**config.mk**
```make
export PLATFORM = sky130hd
export DESIGN_NAME = md5_hash_engine_unit
export DESIGN_NICKNAME = d
export VERILOG_FILES = /design/src/md5_pkg.sv /design/src/md5_datapath.sv /design/src/md5_control.sv /design/src/md5_hash_engine_unit.sv
export SDC_FILE = /design/constraint.sdc
export NUM_CORES = 2
export LEC_CHECK = 0
export ABC_CLOCK_PERIOD_IN_PS = 11450
export BUFFER_PORTS_ARGS = -buffer_cell sky130_fd_sc_hd__buf_4
export CAP_MARGIN = 20
export CELL_PAD_IN_SITES_DETAIL_PLACEMENT = 0
export CELL_PAD_IN_SITES_GLOBAL_PLACEMENT = 1
export CORE_UTILIZATION = 47
export CTS_BUF_LIST = sky130_fd_sc_hd__clkbuf_4 sky130_fd_sc_hd__clkbuf_8
export CTS_CLUSTER_SIZE = 25
export DETAILED_ROUTE_END_ITERATION = 10
export HOLD_SLACK_MARGIN = 0.06
export PLACE_DENSITY_LB_ADDON = 0.1
export SLEW_MARGIN = 20
export SYNTH_ARGS = -nofsm -noshare
export SYNTH_HDL_FRONTEND = slang
export SYNTH_SLANG_ARGS = --single-unit
```
**constraint.sdc**
```tcl
create_clock -name i_clk -period 11.45 [get_ports i_clk]
set_clock_uncertainty 0.1 [all_clocks]
set_input_delay 3.435 -clock i_clk [delete_from_list [all_inputs] [get_ports i_clk]]
set_output_delay 3.435 -clock i_clk [all_outputs]
set_load 0.1 [all_outputs]
```
**src/md5_pkg.sv**
```systemverilog
// md5 engine package: state encoding, round constants, rotate amounts, message index
// no dependencies
package md5_pkg;

    typedef enum logic [2:0] {
        ST_IDLE,
        ST_ROUND,
        ST_ADD,
        ST_PAD2,
        ST_OUT
    } t_state;

    typedef struct packed {
        logic       wr_byte;
        logic [5:0] wr_pos;
        logic [7:0] wr_val;
        logic       clr_above;
        logic       clr_low14;
        logic       wr_len;
        logic       rnd_start;
        logic       rnd_step;
        logic       add_chain;
        logic       ld_out;
        logic       restart;
    } t_cmd;

    typedef struct packed {
        logic [5:0] pos;
        logic       rnd_last;
    } t_status;

    localparam logic [31:0] IV0 = 32'h67452301;
    localparam logic [31:0] IV1 = 32'hefcdab89;
    localparam logic [31:0] IV2 = 32'h98badcfe;
    localparam logic [31:0] IV3 = 32'h10325476;
    localparam logic [7:0]  PAD_BYTE = 8'h80;

    localparam logic [31:0] K_TAB [64] = '{
        32'hd76aa478, 32'he8c7b756, 32'h242070db, 32'hc1bdceee,
        32'hf57c0faf, 32'h4787c62a, 32'ha8304613, 32'hfd469501,
        32'h698098d8, 32'h8b44f7af, 32'hffff5bb1, 32'h895cd7be,
        32'h6b901122, 32'hfd987193, 32'ha679438e, 32'h49b40821,
        32'hf61e2562, 32'hc040b340, 32'h265e5a51, 32'he9b6c7aa,
        32'hd62f105d, 32'h02441453, 32'hd8a1e681, 32'he7d3fbc8,
        32'h21e1cde6, 32'hc33707d6, 32'hf4d50d87, 32'h455a14ed,
        32'ha9e3e905, 32'hfcefa3f8, 32'h676f02d9, 32'h8d2a4c8a,
        32'hfffa3942, 32'h8771f681, 32'h6d9d6122, 32'hfde5380c,
        32'ha4beea44, 32'h4bdecfa9, 32'hf6bb4b60, 32'hbebfbc70,
        32'h289b7ec6, 32'heaa127fa, 32'hd4ef3085, 32'h04881d05,
        32'hd9d4d039, 32'he6db99e5, 32'h1fa27cf8, 32'hc4ac5665,
        32'hf4292244, 32'h432aff97, 32'hab9423a7, 32'hfc93a039,
        32'h655b59c3, 32'h8f0ccc92, 32'hffeff47d, 32'h85845dd1,
        32'h6fa87e4f, 32'hfe2ce6e0, 32'ha3014314, 32'h4e0811a1,
        32'hf7537e82, 32'hbd3af235, 32'h2ad7d2bb, 32'heb86d391
    };

    localparam logic [4:0] S_TAB [16] = '{
        5'd7, 5'd12, 5'd17, 5'd22, 5'd5, 5'd9, 5'd14, 5'd20,
        5'd4, 5'd11, 5'd16, 5'd23, 5'd6, 5'd10, 5'd15, 5'd21
    };

    function automatic logic [3:0] msg_index(input logic [5:0] i);
        logic [3:0] lo;
        lo = i[3:0];
        unique case (i[5:4])
            2'd0: msg_index = lo;
            2'd1: msg_index = 4'((lo * 5) + 1);
            2'd2: msg_index = 4'((lo * 3) + 5);
            default: msg_index = 4'(lo * 7);
        endcase
    endfunction

    function automatic logic [31:0] rotl(input logic [31:0] v, input logic [4:0] s);
        logic [63:0] d;
        d = {v, v} << s;
        rotl = d[63:32];
    endfunction

endpackage

```
**src/md5_datapath.sv**
```systemverilog
// md5 datapath: block store, byte count, round registers, chaining words
// depends on md5_pkg
module md5_datapath
    import md5_pkg::*;
(
    input  logic          i_clk,
    input  logic          i_rst_n,
    input  t_cmd          i_cmd,
    output t_status       o_status,
    output logic [127:0]  o_digest
);

    logic [31:0] r_blk [16];
    logic [31:0] r_h [4];
    logic [31:0] r_a, r_b, r_c, r_d;
    logic [63:0] r_total;
    logic [5:0]  r_rnd;
    logic [127:0] r_dig;

    logic [31:0] f, sum, nb;
    logic [1:0]  stg;
    logic [63:0] bits;

    assign stg  = r_rnd[5:4];
    assign bits = r_total << 3;

    always_comb begin
        unique case (stg)
            2'd0: f = r_d ^ (r_b & (r_c ^ r_d));
            2'd1: f = r_c ^ (r_d & (r_b ^ r_c));
            2'd2: f = r_b ^ r_c ^ r_d;
            default: f = r_c ^ (r_b | ~r_d);
        endcase
        sum = r_a + f + K_TAB[r_rnd] + r_blk[msg_index(r_rnd)];
        nb  = r_b + rotl(sum, S_TAB[{stg, r_rnd[1:0]}]);
    end

    always_ff @(posedge i_clk) begin
        for (int w = 0; w < 16; w++) begin
            if (i_cmd.wr_byte && i_cmd.wr_pos[5:2] == 4'(w)) begin
                unique case (i_cmd.wr_pos[1:0])
                    2'd0: r_blk[w] <= {24'd0, i_cmd.wr_val};
                    2'd1: r_blk[w] <= {16'd0, i_cmd.wr_val, r_blk[w][7:0]};
                    2'd2: r_blk[w] <= {8'd0, i_cmd.wr_val, r_blk[w][15:0]};
                    default: r_blk[w] <= {i_cmd.wr_val, r_blk[w][23:0]};
                endcase
            end else if (i_cmd.clr_above && 4'(w) > i_cmd.wr_pos[5:2]) begin
                r_blk[w] <= '0;
            end else if (i_cmd.clr_low14 && w < 14) begin
                r_blk[w] <= '0;
            end
        end
        if (i_cmd.wr_len) begin
            r_blk[14] <= bits[31:0];
            r_blk[15] <= bits[63:32];
        end
        if (i_cmd.rnd_start) begin
            r_a <= r_h[0]; r_b <= r_h[1]; r_c <= r_h[2]; r_d <= r_h[3];
        end else if (i_cmd.rnd_step) begin
            r_a <= r_d; r_d <= r_c; r_c <= r_b; r_b <= nb;
        end
        if (i_cmd.ld_out) r_dig <= {r_h[3], r_h[2], r_h[1], r_h[0]};
    end

    always_ff @(posedge i_clk) begin
        if (!i_rst_n || i_cmd.restart) begin
            r_h[0] <= IV0; r_h[1] <= IV1; r_h[2] <= IV2; r_h[3] <= IV3;
            r_total <= '0;
            r_rnd <= '0;
        end else begin
            if (i_cmd.wr_byte && !i_cmd.clr_above) r_total <= r_total + 64'd1;
            if (i_cmd.rnd_start) r_rnd <= '0;
            else if (i_cmd.rnd_step) r_rnd <= r_rnd + 6'd1;
            if (i_cmd.add_chain) begin
                r_h[0] <= r_h[0] + r_a; r_h[1] <= r_h[1] + r_b;
                r_h[2] <= r_h[2] + r_c; r_h[3] <= r_h[3] + r_d;
            end
        end
    end

    assign o_status.pos      = r_total[5:0];
    assign o_status.rnd_last = (r_rnd == 6'd63);
    assign o_digest          = r_dig;

endmodule

```
**src/md5_control.sv**
```systemverilog
// md5 controller: sequences absorb, padding, rounds and digest hand-off
// depends on md5_pkg
module md5_control
    import md5_pkg::*;
(
    input  logic    i_clk,
    input  logic    i_rst_n,
    input  logic    i_valid,
    input  logic    i_command,
    input  logic [7:0] i_byte,
    output logic    o_ready,
    output logic    o_valid,
    input  logic    i_out_ready,
    input  t_status i_status,
    output t_cmd    o_cmd
);

    t_state r_state, n_state;
    logic   r_fin, n_fin;
    logic   r_two, n_two;
    logic   r_oval, n_oval;

    always_ff @(posedge i_clk) begin
        if (!i_rst_n) begin
            r_state <= ST_IDLE;
            r_fin <= 1'b0;
            r_two <= 1'b0;
            r_oval <= 1'b0;
        end else begin
            r_state <= n_state;
            r_fin <= n_fin;
            r_two <= n_two;
            r_oval <= n_oval;
        end
    end

    always_comb begin
        n_state = r_state;
        n_fin = r_fin;
        n_two = r_two;
        n_oval = r_oval && !i_out_ready;
        o_cmd = '0;
        o_ready = 1'b0;
        o_valid = r_oval;
        unique case (r_state)
            ST_IDLE: begin
                o_ready = 1'b1;
                o_cmd.wr_pos = i_status.pos;
                if (i_valid) begin
                    o_cmd.wr_byte = 1'b1;
                    o_cmd.rnd_start = 1'b1;
                    if (!i_command) begin
                        o_cmd.wr_val = i_byte;
                        n_fin = 1'b0;
                        if (i_status.pos == 6'd63) n_state = ST_ROUND;
                    end else begin
                        o_cmd.wr_val = PAD_BYTE;
                        o_cmd.clr_above = 1'b1;
                        n_fin = 1'b1;
                        n_two = (i_status.pos >= 6'd56);
                        n_state = (i_status.pos >= 6'd56) ? ST_ROUND : ST_PAD2;
                    end
                end
            end
            ST_PAD2: begin
                o_cmd.wr_len = 1'b1;
                o_cmd.rnd_start = 1'b1;
                n_two = 1'b0;
                n_state = ST_ROUND;
            end
            ST_ROUND: begin
                o_cmd.rnd_step = 1'b1;
                if (i_status.rnd_last) n_state = ST_ADD;
            end
            ST_ADD: begin
                o_cmd.add_chain = 1'b1;
                if (!r_fin) n_state = ST_IDLE;
                else if (r_two) begin
                    o_cmd.clr_low14 = 1'b1;
                    n_state = ST_PAD2;
                end else n_state = ST_OUT;
            end
            ST_OUT: begin
                if (!r_oval || i_out_ready) begin
                    o_cmd.ld_out = 1'b1;
                    o_cmd.restart = 1'b1;
                    n_oval = 1'b1;
                    n_fin = 1'b0;
                    n_state = ST_IDLE;
                end
            end
            default: n_state = ST_IDLE;
        endcase
    end

`ifndef SYNTH
    a_out_after_add: assert property (@(posedge i_clk) disable iff (!i_rst_n)
        (r_state == ST_OUT) |-> r_fin) else $error("digest without finish");
    a_no_accept_busy: assert property (@(posedge i_clk) disable iff (!i_rst_n)
        (r_state == ST_ROUND) |-> !o_ready) else $error("accept during rounds");
    a_round_to_add: assert property (@(posedge i_clk) disable iff (!i_rst_n)
        (r_state == ST_ROUND && i_status.rnd_last) |=> (r_state == ST_ADD))
        else $error("round count lost");
    a_out_hold: assert property (@(posedge i_clk) disable iff (!i_rst_n)
        (o_valid && !i_out_ready) |=> o_valid) else $error("digest dropped");
`endif

endmodule

```
**src/md5_hash_engine_unit.sv**
```systemverilog
// md5 engine top level: stream ports around controller and datapath
// depends on md5_pkg, md5_control, md5_datapath
// Bytes are taken while idle; a byte that fills a 64-byte block starts the round loop
// (one round per cycle) and chaining add. A finish compresses one padded block, or two
// when 56 or more bytes are pending; its output step waits while an earlier digest
// is still untaken; the digest then sits in an output register until it is taken. The
// digest comes as one transaction: low half in tdata bits 63:0, high half above.
module md5_hash_engine_unit
    import md5_pkg::*;
(
    input  logic         i_clk,
    input  logic         i_rst_n,
    input  logic         s_axis_tvalid,
    output logic         s_axis_tready,
    input  logic [7:0]   s_axis_tdata,   // data_byte
    input  logic         s_axis_tuser,   // command
    output logic         m_axis_tvalid,
    input  logic         m_axis_tready,
    output logic [127:0] m_axis_tdata    // digest_low, digest_high
);

    t_cmd    cmd;
    t_status status;

    md5_control u_ctrl (
        .i_clk(i_clk), .i_rst_n(i_rst_n),
        .i_valid(s_axis_tvalid), .i_command(s_axis_tuser), .i_byte(s_axis_tdata),
        .o_ready(s_axis_tready), .o_valid(m_axis_tvalid), .i_out_ready(m_axis_tready),
        .i_status(status), .o_cmd(cmd)
    );

    md5_datapath u_dp (
        .i_clk(i_clk), .i_rst_n(i_rst_n),
        .i_cmd(cmd), .o_status(status), .o_digest(m_axis_tdata)
    );

endmodule

```
# [Word level (Yosys, flattened, before mapping)]
# Memories as Yosys holds them, arrays and structs flattened.
# Cells that the tools add are included.
[totals] word_cells=1068 rom_bits=2128 in_bits=13 ff_bits=332 n_memories=4 ram_bits=640
[mem_list] memory="(name not given)" depth=64 width=32 read_ports=1 rd_ports_with_merged_regs=0 wr=0 line="md5_datapath.sv:34" text="sum = r_a + f + K_TAB[r_rnd] + r_blk[msg_index(r_rnd)];"
[mem_list] memory="u_dp.r_blk" depth=16 width=32 read_ports=1 rd_ports_with_merged_regs=0 wr=16 line="md5_datapath.sv:13" text="logic [31:0] r_blk [16];"
[mem_list] memory="u_dp.r_h" depth=4 width=32 read_ports=4 rd_ports_with_merged_regs=0 wr=4 line="md5_datapath.sv:14" text="logic [31:0] r_h [4];"
[mem_list] memory="(name not given)" depth=16 width=5 read_ports=1 rd_ports_with_merged_regs=0 wr=0 line="md5_datapath.sv:35" text="nb = r_b + rotl(sum, S_TAB[{stg, r_rnd[1:0]}]);"
[op_classes] shift=1 bitwise_logic=288 n_addsub=12 magnitude_cmp=19 n_reduce_logical=100 n_mul=3 n_eq_ne=78 muxes=552
[ops] op="2-to-1 mux 8 bit" n=241
[ops] op="2-to-1 mux 32 bit" n=14
[ops] op="2-to-1 mux 24 bit" n=16
[ops] op="bitwise OR 1 bit" n=276
[ops] op="2-to-1 mux 16 bit" n=17
[ops] op="adder 32 bit" n=8
[ops] op="2-to-1 mux 1 bit" n=245
[ops] op="bitwise XOR 32 bit" n=6
[ops] op="one-hot mux 32 bit (3 select lines)" n=1
[ops] op="AND reduction 2 bit" n=48
[ops] op="adder 64 x 1 -> 64 bit, second input constant" n=1
[ops] op="bitwise AND 32 bit" n=2
[ops] op="<< shifter 64 x 5 -> 64 bit" n=1
[ops] op="inequality test 0 bit" n=48
[ops] op="logical AND 1 bit" n=34
[ops] op="equality test 4 bit, second input constant" n=8
[ops] op="greater-than comparator 4 bit, first input constant" n=8
[ops] op="NOT 32 bit" n=1
[ops] op="bitwise OR 32 bit" n=1
[ops] op="2-to-1 mux 3 bit" n=7
[ops] op="equality test 4 x 3 -> 1 bit, second input constant" n=4
[ops] op="greater-than comparator 3 x 4 -> 1 bit, first input constant" n=4
[ops] op="one-hot mux 3 bit (5 select lines)" n=1
[ops] op="equality test 6 bit, second input constant" n=2
[ops] op="other kinds (37)" n=59

# [Depth between registers and ports, before layout]
[logic_depth] depth_word=13 ltp_mapped=45

# [Cells and area by module]
# Synthesis repeated with hierarchy kept, for this count alone.
[unflattened] hier_cells=5420 hier_area_um2=58802.6
[by_module_without_submodules] module="md5_datapath" n_inst=1 cells_each=5354 area_each_um2=58284.6 seq_area_each_um2=28167.0
[by_module_without_submodules] module="md5_control" n_inst=1 cells_each=66 area_each_um2=518.0 seq_area_each_um2=120.1

# [Least setup slack after synthesis]
# No wires, ideal clock.
[synth_timing] kind="register to register" from="register u_dp.r_rnd[1]" to="register u_dp.r_b[28] (data pin)" synth_period_minus_slack_ns=10.943 setup_ns=0.269 n_path_buf=6 setup_slack_ns=0.507 arrival_ns=10.574 stages_incl_launch_ff=46 path_cell_list="dfxtp_1 > clkbuf_1 > inv_1 > clkbuf_1 > ha_1 > buf_2 > clkinv_1 > nand3_1 > o21ai_0 > a221oi_1 > clkbuf_1 > buf_1 > clkbuf_1 > mux4_2 > nand2_1 > nand3_1 > o21ai_0 > fa_1 > [10 not listed] > mux2i_1 > nor2_1 > a221o_1 > nand3_1 > a31oi_1 > ha_1 > fa_1 > a21o_1 > a21oi_1 > o21bai_1 > a21o_1 > a21oi_1 > o311a_1 > nor4b_1 > or4_1 > a31oi_1 > xor2_1 > o21ai_0"
[synth_via] elab_chain_cells=10 elab_cells_between_ends=21
[synth_rtl] item="start, declared" line="md5_datapath.sv:17" text="logic [5:0] r_rnd;"
[synth_rtl] item="start signal, assigned" line="md5_datapath.sv:73" text="else if (i_cmd.rnd_step) r_rnd <= r_rnd + 6'd1;"
[synth_rtl] item="parallel branches: the longest is 6 deep, another holds memory read (16 x 32 bit)"
[synth_rtl] item="<< shifter 64 x 5 -> 64 bit (*)" line="md5_pkg.sv:75" text="d = {v, v} << s;"
[synth_rtl] item="adder 32 bit (*)" line="md5_datapath.sv:35"
[synth_rtl] item="2-to-1 mux 32 bit (*)" line="md5_datapath.sv:59" text="end else if (i_cmd.rnd_step) begin"
[synth_rtl] item="2-to-1 mux 32 bit (*)" line="md5_datapath.sv:57" text="if (i_cmd.rnd_start) begin"
[synth_rtl] item="end signal, assigned" line="md5_datapath.sv:58" text="r_a <= r_h[0]; r_b <= r_h[1]; r_c <= r_h[2]; r_d <= r_h[3];"
[synth_rtl] item="end signal, assigned" line="md5_datapath.sv:60" text="r_a <= r_d; r_d <= r_c; r_c <= r_b; r_b <= nb;"
[synth_rtl] item="end, declared" line="md5_datapath.sv:15" text="logic [31:0] r_a, r_b, r_c, r_d;"
# Every way passes the cells marked *. The select of a mux whose other input is x is not followed.
# A chain may end at the register's enable or synchronous reset.

# [Worst setup path after layout]
[layout_timing] from="register u_dp.r_rnd[0]" to="register u_dp.r_b[28] (data pin)"
# The elaborated chain is that of the path after synthesis.

==> impl_metrics.toml <==
[critical_path]
crit_arrival_ns = 11.49
timing.rr.end = "u_dp.r_b[28]"
crit_fanout = 56
worstReg2RegStart = "u_dp.r_rnd[0]"
setup.worst_path.start = "u_dp.r_rnd[0]"
endpoint_kind = "flip-flop"
critPathRequiredTime_ns = 12.01
crit_type = "reg -> reg"
reg2reg_slack_ns = 0.51
worst-r2r-cell-count = 40
cp_common_cell = "o21ai_0"
worstSetupStartpointType = "flip-flop"
slowest_delay_ns = 0.56
slowest_stage = "or4_1"

[pwr]
powerDensity_nw_per_um2 = 299
ir_worst_vdd_uv = 287
p_leak_uw = 0.0246

[cells_and_area]
drive_gt1_share_pct = 13.1
num-fill-cells = 11100
instances_no_fill = 7567
seqCellArea_sq_um = 28300
layout_commonest_cell = "edfxtp_1"
syn2layout_area_growth_pct = 11.3
final_cell_mix = "edfxtp_1 (888), nor2_1 (768), nand2_1 (725), o21ai_0 (340), a21oi_1 (297)"
fin_nets = 6107
multi_input_area_sq_um = 27600

[yosys]
synth-edff-count = 888
yosysSeqAreaShare_pct = 48.8
synth_area_sq_um = 58000
synth_cells = 5702
synthDistinctLibCells = 95
async_flop_share_pct = 0
syn_nets = 6002
postSynthAreaPerCell_sq_um = 10.2
ys.flop_type = "edfxtp_1"
ys_ff_latch = 969
ys_warn_count = 0

[detailed_routing]
wl_met2_microns = 91700
first_pass_iters = 8
topRoutingLayerUsed = "met5"
vias = 45900
wl_met3_microns = 15400
wire_per_inst_microns = 26.5
antenna_left = 0
drt-total-wl_microns = 201000
wl_met1_microns = 87400
drtIter0Drc = 5086
drc_errors = 0
viasPerCell = 6.06

[flow_run]
max-cap-violations = 0

[cts]
cts_made_buffers = 167
clkLatencyLatePin_ns = 0.96
cts_buffer_depth = 3
cts.sinks = 969
path_clk_slew_ns = 0.07
htreeDepth = 4
root_buffer = "clkbuf_8"
cts_tree = "built"

[global_route]
grt_pass1_vias = 43300
grt_util_all_layers_pct = 31.8
grt_pass1_wl_microns = 293000
antenna_found_initial = 15
grt_start_max_net_pins = 134
overflow = 0

[sta]
fin_ws_ns = 0.511
maxSlewHeadroom_pct = 25.2
fin_setup_tns_ns = 0
post-route-min-period_ns = 10.94
finalCritPeriodShare_pct = 95.5
fmax_mhz = 91.4
drv_slew = 0
setup_violations = 0
hold_viol_final = 0
tightestPinTransition_ns = 1.12

[hold_path]
min-delay-start = "u_dp.r_total[27]"
worst_hold_path_type = "reg -> reg"
hold_end = "u_dp.r_total[27]"
holdPathStages = 2

[run_status]
status = "complete, no violations"

[place]
hpwl_microns = 145000
preCtsSetupSlack_ns = 0.347
place.gp.congestion = 0.976
portBuffers = 142
post-place-cells = 7261

[floorplanning]
fp.coreArea_sq_um = 122000
start_util_pct = 47.5
fp.dieH_microns = 353
row_count = 128
ioPinCount = 143
die_area_sq_um = 125000
die_w_microns = 353
what timing repair did:
item                                   in CTS  in global routing
setup endpoints to repair                   0                  9
hold buffers                                0                  0
setup buffers                               0                  1
resized for setup                           0                  9
endpoints found under the hold margin       0                  0
report_power, final:
part	switching, uW	leakage (uW)	internal [uW]
Clock	1540	0.00182	1790
Sequential	439	0.00906	4330
Combinational	6740	0.0137	4440
routing by layer:
metal	vias to the layer above	GRT usage (%)
li1	20900	-
met1	22600	45.0
met2	1951	49.8
met3	322	5.17
met4	8	10.5
met5	-	0
area by class of cell:
| cell class | count | area share, % |
|---|---|---|
| Tap cell | 1625 | 3.15 |
| Multi-Input combinational cell | 4108 | 42.7 |
| Sequential cell | 969 | 43.8 |
| Clock buffer | 217 | 4.21 |
| Timing Repair Buffer | 262 | 3.24 |
| Clock inverter | 84 | 1.13 |
| Antenna cell | 3 | 0.0116 |
| Inverter | 299 | 1.75 |
critical path: cells and delay by family (launching register included):
kind,cells,cell delay [ns]
AND/OR/NAND/NOR,10,1.67
XOR/XNOR,1,0.15
adder cells (fa/ha/maj),6,2.57
multiplexers,2,0.77
flip-flops,1,0.32
buffers and inverters,5,0.97
AO/OA/AOI/OAI,16,4.03
flip-flops by register name, indices dropped and copies added (netlist names):
register,cells
u_ctrl.r_two,1
u_ctrl.r_state,3
u_dp.r_d,32
u_dp.r_a,32
u_dp.r_rnd,6
u_ctrl.o_valid,1
u_dp.o_digest,128
u_ctrl.r_fin,1
u_dp.r_blk,512
u_dp.r_total,61
u_dp.r_h,128
u_dp.r_c,32
u_dp.r_b,32
cells by family (layout without fill, tap and decap cells):
group / after synthesis / count (layout) / share of synthesized area, %
other cells: 0 / 3 / 0
buf+inv: 625 / 862 / 4.11
mux: 198 / 198 / 6.43
flops: 969 / 969 / 48.8
fa+ha+maj: 318 / 318 / 7.62
compound gates: 1272 / 1272 / 13.9
simple gates: 2093 / 2093 / 15.7
xor+xnor: 227 / 227 / 3.48
through the flow:
stage / hold WS, ns / power, uW / instance area [sq um] / utilization, %
4_1_cts: 0.388 / 19100 / 64500 / 52.9
5_1_grt: 0.405 / 20500 / 64600 / 52.9
3_5_place_dp: 0.378 / 15700 / 61100 / 50.0
6_report: 0.386 / 19300 / 64600 / 52.9
3_3_place_gp: 0.368 / 15600 / 61100 / 50.0
2_1_floorplan: 0.349 / 12600 / 58000 / -
worst max path at each step:
stage                   end  slack [ns]
4_1_cts        u_dp.r_b[31]        0.25
3_3_place_gp   u_dp.r_b[31]        0.47
3_5_place_dp   u_dp.r_b[31]        0.35
2_1_floorplan  u_dp.r_b[28]        0.51
5_1_grt        u_dp.r_b[31]     -0.0003
6_report       u_dp.r_b[28]        0.51
synthesized netlist by cell type (44+ instances only):
| cell type | n | share of area, % |
|---|---|---|
| edfxtp_1 | 888 | 46 |
| nor2_1 | 770 | 5.0 |
| nand2_1 | 735 | 4.8 |
| o21ai_0 | 359 | 3.1 |
| a21oi_1 | 299 | 2.6 |
| inv_1 | 294 | 1.9 |
| clkbuf_1 | 257 | 1.7 |
| ha_1 | 218 | 4.7 |
| nand3_1 | 165 | 1.4 |
| mux4_2 | 137 | 5.3 |
| a31oi_1 | 121 | 1.3 |
| xor2_1 | 119 | 1.8 |
| xnor2_1 | 106 | 1.6 |
| a21o_1 | 82 | 1.1 |
| nor3_1 | 82 | 0.71 |
| dfxtp_1 | 81 | 2.8 |
| fa_1 | 69 | 2.4 |
| nand2b_1 | 56 | 0.60 |
| buf_1 | 48 | 0.31 |
| a211oi_1 | 47 | 0.61 |
| and2_1 | 44 | 0.47 |
| and3_1 | 44 | 0.47 |
| nor2b_1 | 44 | 0.47 |
(Power assumes the default switching activity.)
